$ cat config.mk
export PLATFORM = sky130hd
export DESIGN_NAME = tristate_ook_remote_switch_encoder
export DESIGN_NICKNAME = d
export VERILOG_FILES = /design/src/design/tors_pkg.sv /design/src/design/tristate_ook_remote_switch_encoder.sv /design/src/design/tors_step.sv
export VERILOG_INCLUDE_DIRS = /design/src /design/src/design
export SDC_FILE = /design/constraint.sdc
export NUM_CORES = 1
export LEC_CHECK = 0
export ABC_CLOCK_PERIOD_IN_PS = 6800
export BUFFER_PORTS_ARGS = -buffer_cell sky130_fd_sc_hd__buf_2
export CAP_MARGIN = 20
export CORE_MARGIN = 2
export CORE_UTILIZATION = 55
export DETAILED_ROUTE_END_ITERATION = 8
export HOLD_SLACK_MARGIN = 0.08
export PLACE_DENSITY = 0.74
export SLEW_MARGIN = 25
export SYNTH_ARGS = -nofsm -noshare
export SYNTH_HDL_FRONTEND = slang
export SYNTH_SLANG_ARGS = --single-unit
$ cat constraint.sdc
create_clock -name clk -period 6.8 [get_ports clk]
set_input_delay 0.68 -clock clk [delete_from_list [all_inputs] [get_ports clk]]
set_output_delay 0.68 -clock clk [all_outputs]
set_load 0.05 [all_outputs]
$ cat src/design/tristate_ook_remote_switch_encoder_assert.svh
`ifndef TRISTATE_OOK_REMOTE_SWITCH_ENCODER_ASSERT_SVH
`define TRISTATE_OOK_REMOTE_SWITCH_ENCODER_ASSERT_SVH

// Same-cycle implication, checked on every rising clock edge outside reset.
`define TORS_ASSERT_NOW(label, ante, cons, msg) \
  label: assert property (@(posedge clk) disable iff (rst) (ante) |-> (cons)) \
    else $error(msg);

// Implication checked in the cycle after the antecedent.
`define TORS_ASSERT_NEXT(label, ante, cons, msg) \
  label: assert property (@(posedge clk) disable iff (rst) (ante) |=> (cons)) \
    else $error(msg);

`endif

$ cat src/design/tors_pkg.sv
package tors_pkg;

  localparam logic [3:0] SYNC_SYMBOL = 4'd12;
  localparam logic [1:0] SYNC_LAST_SEG = 2'd1;
  localparam logic [1:0] DATA_LAST_SEG = 2'd3;

  // Configuration register indexes.
  localparam logic [1:0] REG_SHORT_TICKS    = 2'd0;
  localparam logic [1:0] REG_LONG_TICKS     = 2'd1;
  localparam logic [1:0] REG_SYNC_GAP_TICKS = 2'd2;
  localparam logic [1:0] REG_REPEAT_COUNT   = 2'd3;

  localparam logic [11:0] SHORT_TICKS_RESET    = 12'd320;
  localparam logic [11:0] LONG_TICKS_RESET     = 12'd900;
  localparam logic [13:0] SYNC_GAP_TICKS_RESET = 14'd10000;
  localparam logic [3:0]  REPEAT_COUNT_RESET   = 4'd6;

  typedef struct packed {
    logic [11:0] short_ticks;
    logic [11:0] long_ticks;
    logic [13:0] sync_gap_ticks;
    logic [3:0]  repeat_count;
  } cfg_t;

  typedef struct packed {
    logic tx_level;
    logic tx_enable;
    logic busy_res;
    logic frame_done;
  } result_t;

endpackage

$ cat src/design/tristate_ook_remote_switch_encoder.sv
// Channel  Signals                                      Direction  Word moved when
// in       in_valid, in_stall, op, house_code,          to block   in_valid && !in_stall
//          switch_number, power_on
// out      out_valid, out_stall, tx_level, tx_enable,   from block out_valid && !out_stall
//          busy_res, frame_done
// cfg      cfg_valid, cfg_ready, cfg_index, cfg_data    to block   cfg_valid && cfg_ready
//
// One word per cycle while the output does not stall: each input word is held in the
// input register, the tick or start step runs in a single pass and its result lands
// in the output register.
// A stall on the output holds the result register and, once it is filled, the input
// register; in_stall rises only while both are full.
// Synchronous reset empties both registers, clears the burst state and loads the
// default timing registers.
module tristate_ook_remote_switch_encoder import tors_pkg::*; (
  input  logic        clk,
  input  logic        rst,
  input  logic        in_valid,
  output logic        in_stall,
  input  logic        op,
  input  logic [4:0]  house_code,
  input  logic [2:0]  switch_number,
  input  logic        power_on,
  output logic        out_valid,
  input  logic        out_stall,
  output logic        tx_level,
  output logic        tx_enable,
  output logic        busy_res,
  output logic        frame_done,
  input  logic        cfg_valid,
  output logic        cfg_ready,
  input  logic [1:0]  cfg_index,
  input  logic [13:0] cfg_data
);

  cfg_t        cfg;
  result_t     step_result;
  result_t     out_reg;
  logic        s1_valid;
  logic        s1_op;
  logic [4:0]  s1_house;
  logic [2:0]  s1_switch;
  logic        s1_power;
  logic        advance;

  assign cfg_ready = 1'b1;

  always_ff @(posedge clk) begin
    if (rst) begin
      cfg.short_ticks    <= SHORT_TICKS_RESET;
      cfg.long_ticks     <= LONG_TICKS_RESET;
      cfg.sync_gap_ticks <= SYNC_GAP_TICKS_RESET;
      cfg.repeat_count   <= REPEAT_COUNT_RESET;
    end else if (cfg_valid && cfg_ready) begin
      case (cfg_index)
        REG_SHORT_TICKS:    cfg.short_ticks    <= cfg_data[11:0];
        REG_LONG_TICKS:     cfg.long_ticks     <= cfg_data[11:0];
        REG_SYNC_GAP_TICKS: cfg.sync_gap_ticks <= cfg_data;
        REG_REPEAT_COUNT:   cfg.repeat_count   <= cfg_data[3:0];
        default: ;
      endcase
    end
  end

  // The input word moves on whenever the output register is empty or draining.
  assign advance  = s1_valid && (!out_valid || !out_stall);
  assign in_stall = s1_valid && out_valid && out_stall;

  always_ff @(posedge clk) begin
    if (rst) begin
      s1_valid <= 1'b0;
    end else if (!in_stall) begin
      s1_valid <= in_valid;
    end
  end

  always_ff @(posedge clk) begin
    if (in_valid && !in_stall) begin
      s1_op     <= op;
      s1_house  <= house_code;
      s1_switch <= switch_number;
      s1_power  <= power_on;
    end
  end

  tors_step u_step (
    .clk           (clk),
    .rst           (rst),
    .go            (advance),
    .op            (s1_op),
    .house_code    (s1_house),
    .switch_number (s1_switch),
    .power_on      (s1_power),
    .cfg           (cfg),
    .result        (step_result)
  );

  always_ff @(posedge clk) begin
    if (rst) begin
      out_valid <= 1'b0;
    end else if (advance) begin
      out_valid <= 1'b1;
    end else if (!out_stall) begin
      out_valid <= 1'b0;
    end
  end

  always_ff @(posedge clk) begin
    if (advance) begin
      out_reg <= step_result;
    end
  end

  assign tx_level   = out_reg.tx_level;
  assign tx_enable  = out_reg.tx_enable;
  assign busy_res   = out_reg.busy_res;
  assign frame_done = out_reg.frame_done;

`include "tristate_ook_remote_switch_encoder_assert.svh"

  `TORS_ASSERT_NOW(a_stall_needs_word, in_stall, s1_valid && out_valid,
                   "input stalled without a held word")
  `TORS_ASSERT_NEXT(a_advance_fills_out, advance, out_valid,
                    "result register not loaded after advance")
  `TORS_ASSERT_NEXT(a_result_held, out_valid && out_stall, out_valid && $stable(out_reg),
                    "stalled result word changed")

endmodule

$ cat src/design/tors_step.sv
module tors_step import tors_pkg::*; (
  input  logic       clk,
  input  logic       rst,
  input  logic       go,
  input  logic       op,
  input  logic [4:0] house_code,
  input  logic [2:0] switch_number,
  input  logic       power_on,
  input  cfg_t       cfg,
  output result_t    result
);

  logic [4:0]  house_reg, house_reg_next;
  logic [2:0]  switch_reg, switch_reg_next;
  logic        power_reg, power_reg_next;
  logic [3:0]  repeat_counter, repeat_counter_next;
  logic [3:0]  symbol_index, symbol_index_next;
  logic [1:0]  segment_index, segment_index_next;
  logic [13:0] duration_counter, duration_counter_next;
  logic        active, active_next;
  logic        level_reg, level_reg_next;

  logic        load;
  logic        done;
  logic [13:0] dur_dec;
  logic [1:0]  last_seg;
  logic [3:0]  rc_inc;
  logic [3:0]  rep_eff;
  logic        sym_zero;
  logic [13:0] seg_len;

  // True when the data symbol about to be loaded is '0' rather than 'F'.
  always_comb begin
    sym_zero = !power_reg_next;
    if (symbol_index_next < 4'd5) begin
      sym_zero = house_reg_next[3'(4'd4 - symbol_index_next)];
    end else if (symbol_index_next < 4'd10) begin
      sym_zero = ((symbol_index_next - 4'd4) == {1'b0, switch_reg_next});
    end else if (symbol_index_next == 4'd10) begin
      sym_zero = power_reg_next;
    end
  end

  always_comb begin
    if (symbol_index_next == SYNC_SYMBOL) begin
      seg_len = (segment_index_next == 2'd0) ? {2'b00, cfg.short_ticks}
                                             : cfg.sync_gap_ticks;
    end else if (segment_index_next < 2'd2) begin
      seg_len = (segment_index_next == 2'd0) ? {2'b00, cfg.short_ticks}
                                             : {2'b00, cfg.long_ticks};
    end else if (sym_zero == (segment_index_next == 2'd2)) begin
      seg_len = {2'b00, cfg.short_ticks};
    end else begin
      seg_len = {2'b00, cfg.long_ticks};
    end
  end

  assign dur_dec  = duration_counter - 14'd1;
  assign last_seg = (symbol_index == SYNC_SYMBOL) ? SYNC_LAST_SEG : DATA_LAST_SEG;
  assign rc_inc   = repeat_counter + 4'd1;
  assign rep_eff  = (cfg.repeat_count == 4'd0) ? 4'd1 : cfg.repeat_count;

  always_comb begin
    house_reg_next        = house_reg;
    switch_reg_next       = switch_reg;
    power_reg_next        = power_reg;
    repeat_counter_next   = repeat_counter;
    symbol_index_next     = symbol_index;
    segment_index_next    = segment_index;
    duration_counter_next = duration_counter;
    active_next           = active;
    level_reg_next        = level_reg;
    load                  = 1'b0;
    done                  = 1'b0;
    if (go) begin
      if (op) begin
        if (!active) begin
          house_reg_next      = house_code;
          switch_reg_next     = switch_number;
          power_reg_next      = power_on;
          repeat_counter_next = 4'd0;
          symbol_index_next   = 4'd0;
          segment_index_next  = 2'd0;
          active_next         = 1'b1;
          load                = 1'b1;
        end
      end else if (active) begin
        duration_counter_next = dur_dec;
        if (dur_dec == 14'd0) begin
          if (segment_index < last_seg) begin
            segment_index_next = segment_index + 2'd1;
            load               = 1'b1;
          end else if (symbol_index < SYNC_SYMBOL) begin
            symbol_index_next  = symbol_index + 4'd1;
            segment_index_next = 2'd0;
            load               = 1'b1;
          end else begin
            repeat_counter_next = rc_inc;
            symbol_index_next   = 4'd0;
            segment_index_next  = 2'd0;
            if (rc_inc >= rep_eff) begin
              active_next    = 1'b0;
              level_reg_next = 1'b0;
              done           = 1'b1;
            end else begin
              load = 1'b1;
            end
          end
        end
      end
    end
    if (load) begin
      // Even segments are carrier on; a zero length counts as one tick.
      level_reg_next        = !segment_index_next[0];
      duration_counter_next = (seg_len == 14'd0) ? 14'd1 : seg_len;
    end
  end

  always_ff @(posedge clk) begin
    if (rst) begin
      house_reg        <= '0;
      switch_reg       <= '0;
      power_reg        <= 1'b0;
      repeat_counter   <= '0;
      symbol_index     <= '0;
      segment_index    <= '0;
      duration_counter <= '0;
      active           <= 1'b0;
      level_reg        <= 1'b0;
    end else begin
      house_reg        <= house_reg_next;
      switch_reg       <= switch_reg_next;
      power_reg        <= power_reg_next;
      repeat_counter   <= repeat_counter_next;
      symbol_index     <= symbol_index_next;
      segment_index    <= segment_index_next;
      duration_counter <= duration_counter_next;
      active           <= active_next;
      level_reg        <= level_reg_next;
    end
  end

  assign result.tx_level   = level_reg_next;
  assign result.tx_enable  = active_next;
  assign result.busy_res   = active_next;
  assign result.frame_done = done;

`include "tristate_ook_remote_switch_encoder_assert.svh"

  `TORS_ASSERT_NOW(a_idle_carrier_off, !active, !level_reg, "carrier on while idle")
  `TORS_ASSERT_NOW(a_duration_live, active, duration_counter != 14'd0,
                   "active with empty segment")
  `TORS_ASSERT_NOW(a_sync_segments, active && (symbol_index == SYNC_SYMBOL),
                   segment_index <= SYNC_LAST_SEG, "sync symbol past its gap")
  `TORS_ASSERT_NEXT(a_start_loads, go && op && !active,
                    active && level_reg && (symbol_index == 4'd0),
                    "start did not load the first high segment")

endmodule

=== Word-level counts from Yosys, hierarchy flattened ===
Index checks and enable logic that the tools add are counted.

* Equality and inequality tests: 14
* Order comparisons: 7
* Muxes and demuxes: 68
* Reduce and logical (&&, ||, !) cells: 26
* Bitwise operators: 2
* Add/sub/neg operators: 6

{| class="wikitable"
|+ Operator list
! kind !! number
|-
| $mux W14 || 8
|-
| $mux W4 || 14
|-
| $mux W1 || 30
|-
| $logic_not A14 Y1 || 2
|-
| $mux W12 || 2
|-
| $mux W5 || 3
|-
| $mux W2 || 7
|-
| $sub A14 B1 Y14 const B || 1
|-
| $eq A4 B4 Y1 const B || 3
|-
| $mux W3 || 3
|-
| $add A4 B1 Y4 const B || 2
|-
| $lt A4 B4 Y1 const B || 2
|-
| $reduce_and A2 Y1 || 4
|-
| $reduce_bool A2 Y1 || 4
|-
| $eq A2 B2 Y1 const B || 3
|-
| $ne A2 B2 Y1 const B || 3
|-
| $reduce_and A6 Y1 || 1
|-
| $logic_not A1 Y1 || 5
|-
| $reduce_or A5 Y1 || 1
|-
| $eq A4 B3 Y1 || 1
|-
| $ge A4 B4 Y1 || 1
|-
| $logic_and A1 B1 Y1 || 4
|-
| $logic_not A2 Y1 || 2
|-
| $logic_not A4 Y1 || 1
|-
| other kinds (14) || 16
|}

* Output and inout port bits: 7
* Input bits: 31
* Flip-flop bits (word level): 92

=== Longest topological paths before layout ===
Gate-level depths: netlist of run 1.

* Depth in word-level cells: 19
* Gate-level depth with buffers: 24
* Mapped depth without buffers: 22

=== Hierarchy ===
From an unflattened synthesis of run 1, not the netlist that was laid out.

* Cells, all modules: 580
* Area total of the unflattened synthesis: 5,241.3 um^2

{| class="wikitable"
|+ By module, submodules not included
! module !! instances !! area each (um^2) !! cells an instance
|-
| tors_step || 1 || 3,007.9 || 388
|-
| tristate_ook_remote_switch_encoder || 1 || 2,233.4 || 192
|}

=== Worst setup path before layout of run 1 ===
Ideal clock, no wire load.

* Path kind: reg-to-reg
* Start point: register u_step.duration_counter[0]
* End point: register u_step.duration_counter[4]
* Setup time: 128 ps
* Arrival time: 5,314 ps
* Required time: 6,672 ps
* Slack: 1,359 ps
* Stages on the path, launching flop included: 24
* Period minus slack after synthesis: 5,441 ps
* Path through: dfxtp_1 -> buf_2 -> inv_1 -> ha_1 -> or3b_1 -> buf_6 -> o32a_1 -> o32a_2 -> nor4_4 -> mux2i_1 -> ha_1 -> inv_1 -> nand3_1 -> mux2i_1 -> or4_4 -> mux2i_1 -> nor3b_2 -> o21bai_4 -> o21bai_2 -> nor2_2 -> buf_2 -> o221a_2 -> a221oi_1 -> nor2_1

* Word-level cells in the longest chain between the ends: 17

{| class="wikitable"
|+ Ends and longest elaborated chain
! element !! RTL line !! text
|-
| start, declared || tors_step.sv:19 || <nowiki>logic [13:0] duration_counter, duration_counter_next;</nowiki>
|-
| start signal, assigned || tors_step.sv:137 || <nowiki>duration_counter <= duration_counter_next;</nowiki>
|-
| $sub A14 B1 Y14 * || tors_step.sv:58 || <nowiki>assign dur_dec = duration_counter - 14'd1;</nowiki>
|-
| $logic_not A14 Y1 || tors_step.sv:89 || <nowiki>if (dur_dec == 14'd0) begin</nowiki>
|-
| $mux W4 || tors_step.sv:89 ||
|-
| $mux W4 || tors_step.sv:87 || <nowiki>end else if (active) begin</nowiki>
|-
| $mux W4 || tors_step.sv:76 || <nowiki>if (op) begin</nowiki>
|-
| $mux W4 || tors_step.sv:75 || <nowiki>if (go) begin</nowiki>
|-
| $sub A3 B3 Y3 (tied with other cells) || tors_step.sv:36 || <nowiki>sym_zero = house_reg_next[3'(4'd4 - symbol_index_next)];</nowiki>
|-
| $bmux W1 S3 (tied with other cells) || tors_step.sv:36 ||
|-
| $mux W1, on equally long branches || tors_step.sv:36, tors_step.sv:37 ||
|-
| $mux W1 || tors_step.sv:35 || <nowiki>if (symbol_index_next < 4'd5) begin</nowiki>
|-
| $eq A1 B1 Y1 || tors_step.sv:51 || <nowiki>end else if (sym_zero == (segment_index_next == 2'd2)) begin</nowiki>
|-
| $mux W12 || tors_step.sv:51 ||
|-
| $mux W14 || tors_step.sv:48 || <nowiki>end else if (segment_index_next < 2'd2) begin</nowiki>
|-
| $mux W14 || tors_step.sv:45 || <nowiki>if (symbol_index_next == SYNC_SYMBOL) begin</nowiki>
|-
| $logic_not A14 Y1 || tors_step.sv:115 || <nowiki>duration_counter_next = (seg_len == 14'd0) ? 14'd1 : seg_len;</nowiki>
|-
| $mux W14 || tors_step.sv:115 ||
|-
| $mux W14 || tors_step.sv:112 || <nowiki>if (load) begin</nowiki>
|}

Mark *: on every way between the ends. The rest lies on a longest branch, timed or not. The select of a mux whose other input is x is not followed.
A chain may end at the register's enable or synchronous reset.

=== Worst setup path in the final report of run 1 ===
* Start point: register u_step.duration_counter[1]
* End point: register u_step.duration_counter[0]

* Word-level cells in the longest chain between the ends: 17

{| class="wikitable"
|+ Ends and longest elaborated chain
! element !! RTL line
|-
| $sub A14 B1 Y14 * || tors_step.sv:58
|-
| $logic_not A14 Y1 * || tors_step.sv:89
|-
| $mux W4 || tors_step.sv:89
|-
| $mux W4 || tors_step.sv:87
|-
| $mux W4 || tors_step.sv:76
|-
| $mux W4 || tors_step.sv:75
|-
| $sub A3 B3 Y3 (tied with other cells) || tors_step.sv:36
|-
| $bmux W1 S3 (tied with other cells) || tors_step.sv:36
|-
| $mux W1, on equally long branches || tors_step.sv:36, tors_step.sv:37
|-
| $mux W1 || tors_step.sv:35
|-
| $eq A1 B1 Y1 || tors_step.sv:51
|-
| $mux W12 || tors_step.sv:51
|-
| $mux W14 || tors_step.sv:48
|-
| $mux W14 || tors_step.sv:45
|-
| $logic_not A14 Y1 || tors_step.sv:115
|-
| $mux W14 || tors_step.sv:115
|-
| $mux W14 || tors_step.sv:112
|}

Marked as above.

==> results of run 1 <==
## per-layer routing
metal	global-route usage	vias up	part of all wire
met4	0.0906	0	0.018
met1	0.344	2140	0.46
met5	0	-	0
met2	0.398	163	0.46
met3	0.0334	26	0.054
li1	-	2229	-
## synthesized netlist by cell type (all sizes together), types with 2 or more instances
cell and instances:
or3b 2, or2 2, nor4b 4, dfxtp 79, a221oi 6, or4b 2, nand3 11, nor4 6
nor3 29, nand3b 13, nand2b 7, o21ai 27, or3 9, buf 8, ha 15, mux2 4
a21o 3, a31o 3, nor3b 6, nand4 4, nand2 123, xnor2 4, nor2b 6, clkbuf 30
and3b 2, or4 3, o21bai 2, a31oi 3, and3 5, inv 18, o32a 3, o221a 4
a211o 2, xor2 3, mux2i 21, a211oi 4, nor2 61, a21oi 56, o211ai 5, a22oi 2
edfxtp 13
## power by group
| group | switching, mW | leakage, nW | internal [mW] |
|---|---|---|---|
| Clock | 0.216 | 0.0873 | 0.139 |
| Sequential | 0.0215 | 0.769 | 0.575 |
| Combinational | 0.108 | 1.30 | 0.0639 |
## metrics by stage
step                      cells  hold slack (ns)  area [sq um]   util  power [mW]
after floorplan             625            0.431          5060      -       0.734
after global placement      739            0.441          5250  0.579       0.771
after detailed placement    739            0.446          5250  0.579       0.777
after CTS                   755            0.459          5440  0.600        1.12
after global routing        755            0.468          5440  0.600        1.17
final                       755            0.454          5440  0.600        1.12
## final cells by class
type / instances / area, sq um / area share
multi-input cells: 476 / 2850 / 0.525
flip-flops and latches: 92 / 1970 / 0.363
repair buffers: 41 / 218 / 0.0401
well taps: 111 / 139 / 0.0256
clock buffers: 9 / 124 / 0.0228
inverters: 19 / 71.3 / 0.0131
clock inverters: 7 / 58.8 / 0.0108
## cells by family after synthesis
logic type,Yosys count
other cells,1
compound gates,130
flops,92
simple gates,298
fa+ha+maj,15
mux,25
buf+inv,57
xor+xnor,7
## worst paths after layout
check	endpoint	slack, ns	cells past startpoint
min	u_step.duration_counter[12]	0.45	2
min reg2reg	u_step.duration_counter[12]	0.45	2
max reg2reg	u_step.duration_counter[0]	0.66	20
max	u_step.duration_counter[0]	0.66	20
## critical path, stage by stage, from the launching register on
cell	delay, ns
dfxtp_1	0.38
inv_1	0.11
ha_1	0.23
or3b_1	0.49
o32a_1	0.39
o32a_2	0.25
nor4_4	0.46
mux2i_1	0.61
ha_1	0.35
inv_1	0.12
nand3_1	0.09
mux2i_1	0.07
or4_4	0.56
mux2i_1	0.15
nor3b_2	0.34
nor3_1	0.09
o21bai_2	0.23
nor2_2	0.40
mux2_2	0.40
nor3_1	0.18
a31o_1	0.16
==> reports/metrics.csv, run 1 <==
metric,value,unit
status,"finished, final reports clean",
Final Hold Viols,0,
vias in the first global route,4192,
sequential area share after synthesis,0.389,
"Top FF cell, synth",dfxtp_1,
IO buf count,36,
# clock sinks,92,
I/O Pins,38,
LEAKAGE,2.16,nW
"commonest non-fill, non-tap cell in the layout",nand2_1,
clock slew at reported path FFs,0.10,ns
setup_tns,0,ns
most used cells in the layout excluding fill and tap cells,"122 x nand2_1, 79 x dfxtp_1, 59 x nor2_1",
Critical Path RT,7.11,ns
Mapped Cells,625,
Power Dens Cells,207,nW/um^2
mean area per synthesized cell,8.10,sq um
Antenna Cells,0,
MaxCap Viol Count,0,
Die X-Extent,100,um
mapped cell area,5060,sq um
first-pass GRT wire length,20.1,mm
worst setup path start,u_step.duration_counter[1],
max FFs per register,42,
remaining global-route overflow,0,
Post-Synth Adder-Cell Area,0.0371,
Hold/Removal Path Class,reg2reg,
Setup CP Type,reg2reg,
xor/xnor cell area share of the yosys netlist,0.0136,
CTS H-Tree Depth,3,
core area,9060,sq um
dpl hpwl,8.64,mm
DRC errors left,0,
worst slew pin tran,1.04,ns
Synth Area in Compound Gates,0.173,
Worst setup EP type,register,
DIE AREA,9990,sq um
mux contribution to synthesized area,0.0504,
final clock skew,0.00972,ns
CTS tree,built,
synthesis-stage register bit count,92,
postcts setup bufs,0,
crit path time final,6.14,ns
biggest regs,"cfg: 42 flops, u_step.duration_counter: 14 flops",
worst r2r src,u_step.duration_counter[1],
via count,4558,
Post-synth EDFFs,13,
largest fanout on the critical path,12,
synth-to-layout area growth,7.34,%
Num CTS Buffers,9,
Tcrit/Tclk final,0.903,
"top cells by area, synth","dfxtp_1 31%, nand2_1 9.0%, edfxtp_1 7.7%",
Synth area leader,dfxtp_1,
Post-Route WL,12.1,mm
Synth Area in Simple Gates,0.288,
Initial Util,0.559,
Clock Latency Late Sink,0.37,ns
Synth top area share,0.312,
initial antenna violation count,0,
largest net degree at the start of global routing,81,
final net count,685,
GP Congestion,0.887,
Routed Antenna Nets,0,
Relative slew margins,0.305,
most flop-heavy register,cfg,
min-delay src,u_step.duration_counter[12],
post-synthesis async set-or-reset flop share,0,
1st-pass router iterations,5,
CTS root buf,clkbuf_8,
share of post-route cells with drive strength above 1,0.134,
synth warn,0,
syn_nets,671,
1st-iter DRT viols,259,
via/cell ratio,6.04,
Place WS,0.733,ns
main combinational cell family by area after synthesis,simple AND/OR/NAND/NOR gates,
unrepaired setup endpoints after global routing,false,
post-route setup slack,0.662,ns
overall routing resource usage,0.248,
die height,100,um
max frequency,163,MHz
fillcell total,809,
hold_buf cts,0,
drt wl/cell,16.1,um
final slew viol count,0,
crit path DAT,6.45,ns
Max clock buf depth,2,
# rows,35,
Synth cell types,74,
CTS resizes,0,
Worst setup SP type,register,
Peak VDD IR,0.147,mV
Final setup viols,0,
Power figures use the tool's default switching activity.
==> run 2: changes to the inputs <==
--- a/config.mk
+++ b/config.mk
@@ -9,6 +9,7 @@
 export ABC_CLOCK_PERIOD_IN_PS = 6800
 export BUFFER_PORTS_ARGS = -buffer_cell sky130_fd_sc_hd__buf_2
 export CAP_MARGIN = 20
+export CORE_ASPECT_RATIO = 1.4
 export CORE_MARGIN = 2
 export CORE_UTILIZATION = 55
 export DETAILED_ROUTE_END_ITERATION = 8
==> run 2 against run 1 <==
Against the previous run: clock power rose by 42%; register-to-register slack improved by 0.04 ns; global-route usage rose by 0.34 points; critical path type unchanged; largest cell class unchanged.
==> reports/metrics.csv, run 2 (synthesis results as in run 1) <==
metric,value,unit
MaxCap Viol Count,0,
crit path max-delay cell type,mux2i_1,
"Largest stage delay, worst path",0.60,ns
final net count,686,
Power Dens Cells,229,nW/um^2
via/cell ratio,6.04,
1st-iter DRT viols,436,
CP bufs+invs,2,
Placed Instances,736,
Routed Antenna Nets,0,
LEAKAGE,2.22,nW
Initial Util,0.564,
Hold/Removal Path Class,reg2reg,
remaining global-route overflow,0,
largest net degree at the start of global routing,81,
via count,4544,
Final Hold Viols,0,
crit path DAT,6.28,ns
Post-Route WL,12.4,mm
drt wl/cell,16.5,um
Clock Latency Late Sink,0.35,ns
DIE AREA,10000,sq um
Crit path max-delay family,simple AND/OR/NAND/NOR gates,
post-route setup slack,0.700,ns
GP Congestion,0.939,
CTS H-Tree Depth,3,
Worst setup SP type,register,
Setup CP Type,reg2reg,
Tot Pwr,1.27,mW
Final Non-Filler Cells,752,
vias in the first global route,4262,
IO buf count,36,
crit-path cells,"inv_1, ha_1, or3b_1, o32a_1, o32a_2, nor4_4, mux2i_1, ha_1, inv_1, nand3_1, mux2i_1, or4_4, mux2i_1, nor3b_2, nor3_1, o21bai_2, nor2_2, mux2_2, o21ai_0, a221oi_1",
hold_buf cts,0,
max frequency,164,MHz
most used cells in the layout excluding fill and tap cells,"122 x nand2_1, 79 x dfxtp_1, 59 x nor2_1",
I/O Pins,38,
Relative slew margins,0.338,
most flop-heavy register,cfg,
Final setup viols,0,
setup_tns,0,ns
max FFs per register,42,
fillcell total,792,
postcts setup bufs,0,
final slew viol count,0,
CTS resizes,0,
Num CTS Buffers,9,
Max clock buf depth,2,
# clock sinks,92,
final clock skew,0.0105,ns
overall routing resource usage,0.252,
Seq. cell area,1970,sq um
Worst setup EP type,register,
Place WS,0.713,ns
dpl hpwl,8.90,mm
Tcrit/Tclk final,0.897,
Crit path top cell by count,mux2i_1,
"commonest non-fill, non-tap cell in the layout",nand2_1,
area of the multi-input gates,2850,sq um
biggest regs,"cfg: 42 flops, u_step.duration_counter: 14 flops",
status,"finished, final reports clean",
largest fanout on the critical path,12,
synth-to-layout area growth,9.69,%
first-pass GRT wire length,20.4,mm
Die X-Extent,85.1,um
clock slew at reported path FFs,0.07,ns
Antenna Cells,0,
Peak VDD IR,0.169,mV
1st-pass router iterations,5,
worst slew pin tran,0.992,ns
DRC errors left,0,
crit path time final,6.10,ns
Critical Path RT,6.98,ns
# rows,41,
CTS root buf,clkbuf_16,
initial antenna violation count,0,
unrepaired setup endpoints after global routing,false,
Hold Slack,0.454,ns
CTS tree,built,
share of post-route cells with drive strength above 1,0.136,
core area,8980,sq um
die height,118,um
[run 2: area by class of cell]
type / instances / area share
multi-input cells: 476 / 0.514
flip-flops and latches: 92 / 0.355
clock buffers: 9 / 0.0405
inverters: 19 / 0.0128
repair buffers: 42 / 0.0405
clock inverters: 7 / 0.0133
well taps: 107 / 0.0241
[run 2: metal layers]
layer  GRT usage  vias to the layer above  routed length (um)  part of all wire
li1            -                     2227                   -                 -
met1       0.311                     2133                5060              0.41
met3      0.0344                       28                 565             0.046
met2       0.430                      156                6380              0.52
met5           0                        -                   0                 0
met4       0.114                        0                 374             0.030
[run 2: final timing paths]
path,start,to,slack (ns),cells past startpoint
worst max register to register,u_step.duration_counter[1],u_step.duration_counter[8],0.70,20
worst max-delay path,u_step.duration_counter[1],u_step.duration_counter[8],0.70,20
worst min register to register,u_step.duration_counter[12],u_step.duration_counter[12],0.45,2
worst min-delay path,u_step.duration_counter[12],u_step.duration_counter[12],0.45,2
[run 2: stage by stage]
stage / cell area (sq um) / util
after floorplan: 5060 / -
after global placement: 5250 / 0.585
after detailed placement: 5250 / 0.585
after CTS: 5550 / 0.618
after global routing: 5550 / 0.619
final: 5550 / 0.619
[run 2: worst register-to-register path, stage by stage (launching register included)]
cell,delay (ns)
dfxtp_1,0.37
inv_1,0.11
ha_1,0.22
or3b_1,0.50
o32a_1,0.39
o32a_2,0.25
nor4_4,0.48
mux2i_1,0.60
ha_1,0.35
inv_1,0.11
nand3_1,0.10
mux2i_1,0.08
or4_4,0.56
mux2i_1,0.15
nor3b_2,0.33
nor3_1,0.09
o21bai_2,0.22
nor2_2,0.39
mux2_2,0.41
o21ai_0,0.14
a221oi_1,0.09
[run 2: report_power, final]
part | leakage [nW] | total [mW] | internal [mW] | switching, mW
clock | 0.146 | 0.505 | 0.287 | 0.218
sequential | 0.769 | 0.595 | 0.575 | 0.0198
combinational | 1.31 | 0.173 | 0.0646 | 0.109
total | 2.22 | 1.27 | 0.927 | 0.347
==> run 3: changes to the inputs <==
--- a/config.mk
+++ b/config.mk
@@ -11,10 +11,8 @@
 export CAP_MARGIN = 20
 export CORE_ASPECT_RATIO = 1.4
 export CORE_MARGIN = 2
-export CORE_UTILIZATION = 55
+export CORE_UTILIZATION = 45
 export DETAILED_ROUTE_END_ITERATION = 8
-export HOLD_SLACK_MARGIN = 0.08
-export PLACE_DENSITY = 0.74
 export SLEW_MARGIN = 25
 export SYNTH_ARGS = -nofsm -noshare
 export SYNTH_HDL_FRONTEND = slang
==> run 3 against run 2 <==
Against the previous run: sequential cell count unchanged; critical path type unchanged; fmax fell by 1.0%; cell count increased by 4.4%; highest routed layer unchanged.
==> reports/metrics.csv, run 3 (synthesis results as in run 1) <==
metric,value,unit
Post-Route WL,12.6,mm
most flop-heavy register,cfg,
DRC errors left,0,
overall routing resource usage,0.215,
GP Congestion,0.898,
crit path time final,6.16,ns
Final setup viols,0,
vias in the first global route,4051,
CTS resizes,0,
Hold/Removal Path Class,reg2reg,
drt wl/cell,16.1,um
hold_buf cts,0,
core area,10900,sq um
Place WS,0.686,ns
worst slew pin tran,0.896,ns
CTS root buf,clkbuf_16,
remaining global-route overflow,0,
I/O Pins,38,
max frequency,162,MHz
Worst setup SP type,register,
status,"finished, final reports clean",
Setup CP Type,reg2reg,
dpl hpwl,9.08,mm
LEAKAGE,2.22,nW
max FFs per register,42,
Clock Latency Late Sink,0.34,ns
Worst R2R End,u_step.duration_counter[0],
setup_tns,0,ns
# rows,45,
initial antenna violation count,0,
Critical Path RT,7.09,ns
Peak VDD IR,0.128,mV
Power Dens Cells,227,nW/um^2
"commonest non-fill, non-tap cell in the layout",nand2_1,
die height,130,um
final slew viol count,0,
min-delay src,cfg[29],
met2 WL,6.37,mm
Met1 Wirelength,5.51,mm
Max clock buf depth,2,
biggest regs,"cfg: 42 flops, u_step.duration_counter: 14 flops",
Final Hold Viols,0,
synth-to-layout area growth,10.4,%
Antenna Cells,0,
Tcrit/Tclk final,0.906,
CTS H-Tree Depth,3,
largest fanout on the critical path,12,
Num CTS Buffers,9,
via count,4426,
Hold Slack,0.457,ns
Detail Route met3 WL,493,um
crit path DAT,6.45,ns
most used cells in the layout excluding fill and tap cells,"122 x nand2_1, 79 x dfxtp_1, 59 x nor2_1",
Hold EP,cfg[29],
clock slew at reported path FFs,0.07,ns
final net count,685,
worst r2r src,u_step.duration_counter[0],
Initial Util,0.464,
Routed Antenna Nets,0,
IO buf count,36,
largest net degree at the start of global routing,81,
Worst setup EP type,register,
Relative slew margins,0.402,
worst-case reg-to-reg path depth,20,
postcts setup bufs,0,
DIE AREA,12100,sq um
CTS tree,built,
final clock skew,0.00791,ns
DR top layer,met4,
# clock sinks,92,
share of post-route cells with drive strength above 1,0.137,
first-pass GRT wire length,20.5,mm
unrepaired setup endpoints after global routing,false,
Hold Path Stages,2,
r2r setup slk,0.64,ns
Tot Pwr,1.27,mW
via/cell ratio,5.64,
Die X-Extent,93.7,um
1st-pass router iterations,5,
1st-iter DRT viols,258,
post-route setup slack,0.638,ns
MaxCap Viol Count,0,
[run 3: cell count changes in the layout (fill, tap and decap cells not counted), sizes merged]
| cell | previous run | this run |
|---|---|---|
| clkinv | 4 | 7 |
| inv | 20 | 18 |
| clkinvlp | 1 | 0 |
| buf | 42 | 41 |
[run 3: critical path, stage by stage, from the launching register on]
cell and delay [ns]:
dfxtp_1 0.39, inv_1 0.09, ha_1 0.22, or3b_1 0.49, o32a_1 0.39, o32a_2 0.25
nor4_4 0.47, mux2i_1 0.62, ha_1 0.36, inv_1 0.11, nand3_1 0.10, mux2i_1 0.08
or4_4 0.56, a2111oi_4 0.34, nor3b_2 0.11, o21bai_4 0.20, o21bai_2 0.13, nor2_2 0.41
mux2_2 0.41, nor3_1 0.20, a31o_1 0.17
[run 3: worst max path at each step]
stage                                           from                         end  depth (start not counted)
after floorplan           u_step.duration_counter[0]  u_step.duration_counter[4]                         23
after global placement    u_step.duration_counter[0]  u_step.duration_counter[0]                         20
after detailed placement  u_step.duration_counter[0]  u_step.duration_counter[0]                         20
after CTS                 u_step.duration_counter[0]  u_step.duration_counter[0]                         20
after global routing      u_step.duration_counter[0]  u_step.duration_counter[8]                         20
final                     u_step.duration_counter[0]  u_step.duration_counter[0]                         20
[run 3: layout make-up]
cell class,count,area (sq um)
fill,1111,5340
timing repair buffer,41,218
clock buffer,9,225
inverter,19,71.3
multi-input combinational,476,2860
tap,141,176
clock inverter,7,67.6
sequential,92,1970
[run 3: stage by stage]
step	util	area [sq um]	cells
5_1_grt	0.512	5590	785
6_report	0.512	5590	785
3_3_place_gp	0.485	5290	769
3_5_place_dp	0.485	5290	769
2_1_floorplan	-	5060	625
4_1_cts	0.511	5590	785
[run 3: layer usage]
layer	GRT usage	vias to the layer above
met2	0.375	112
li1	-	2225
met5	0	-
met1	0.268	2072
met3	0.0279	17
met4	0.0853	0
[run 3: report_power, final]
group          switching [mW]  internal [mW]  leakage [nW]
combinational           0.109         0.0646          1.30
clock                   0.216          0.284         0.149
sequential             0.0192          0.575         0.769
total                   0.344          0.923          2.22
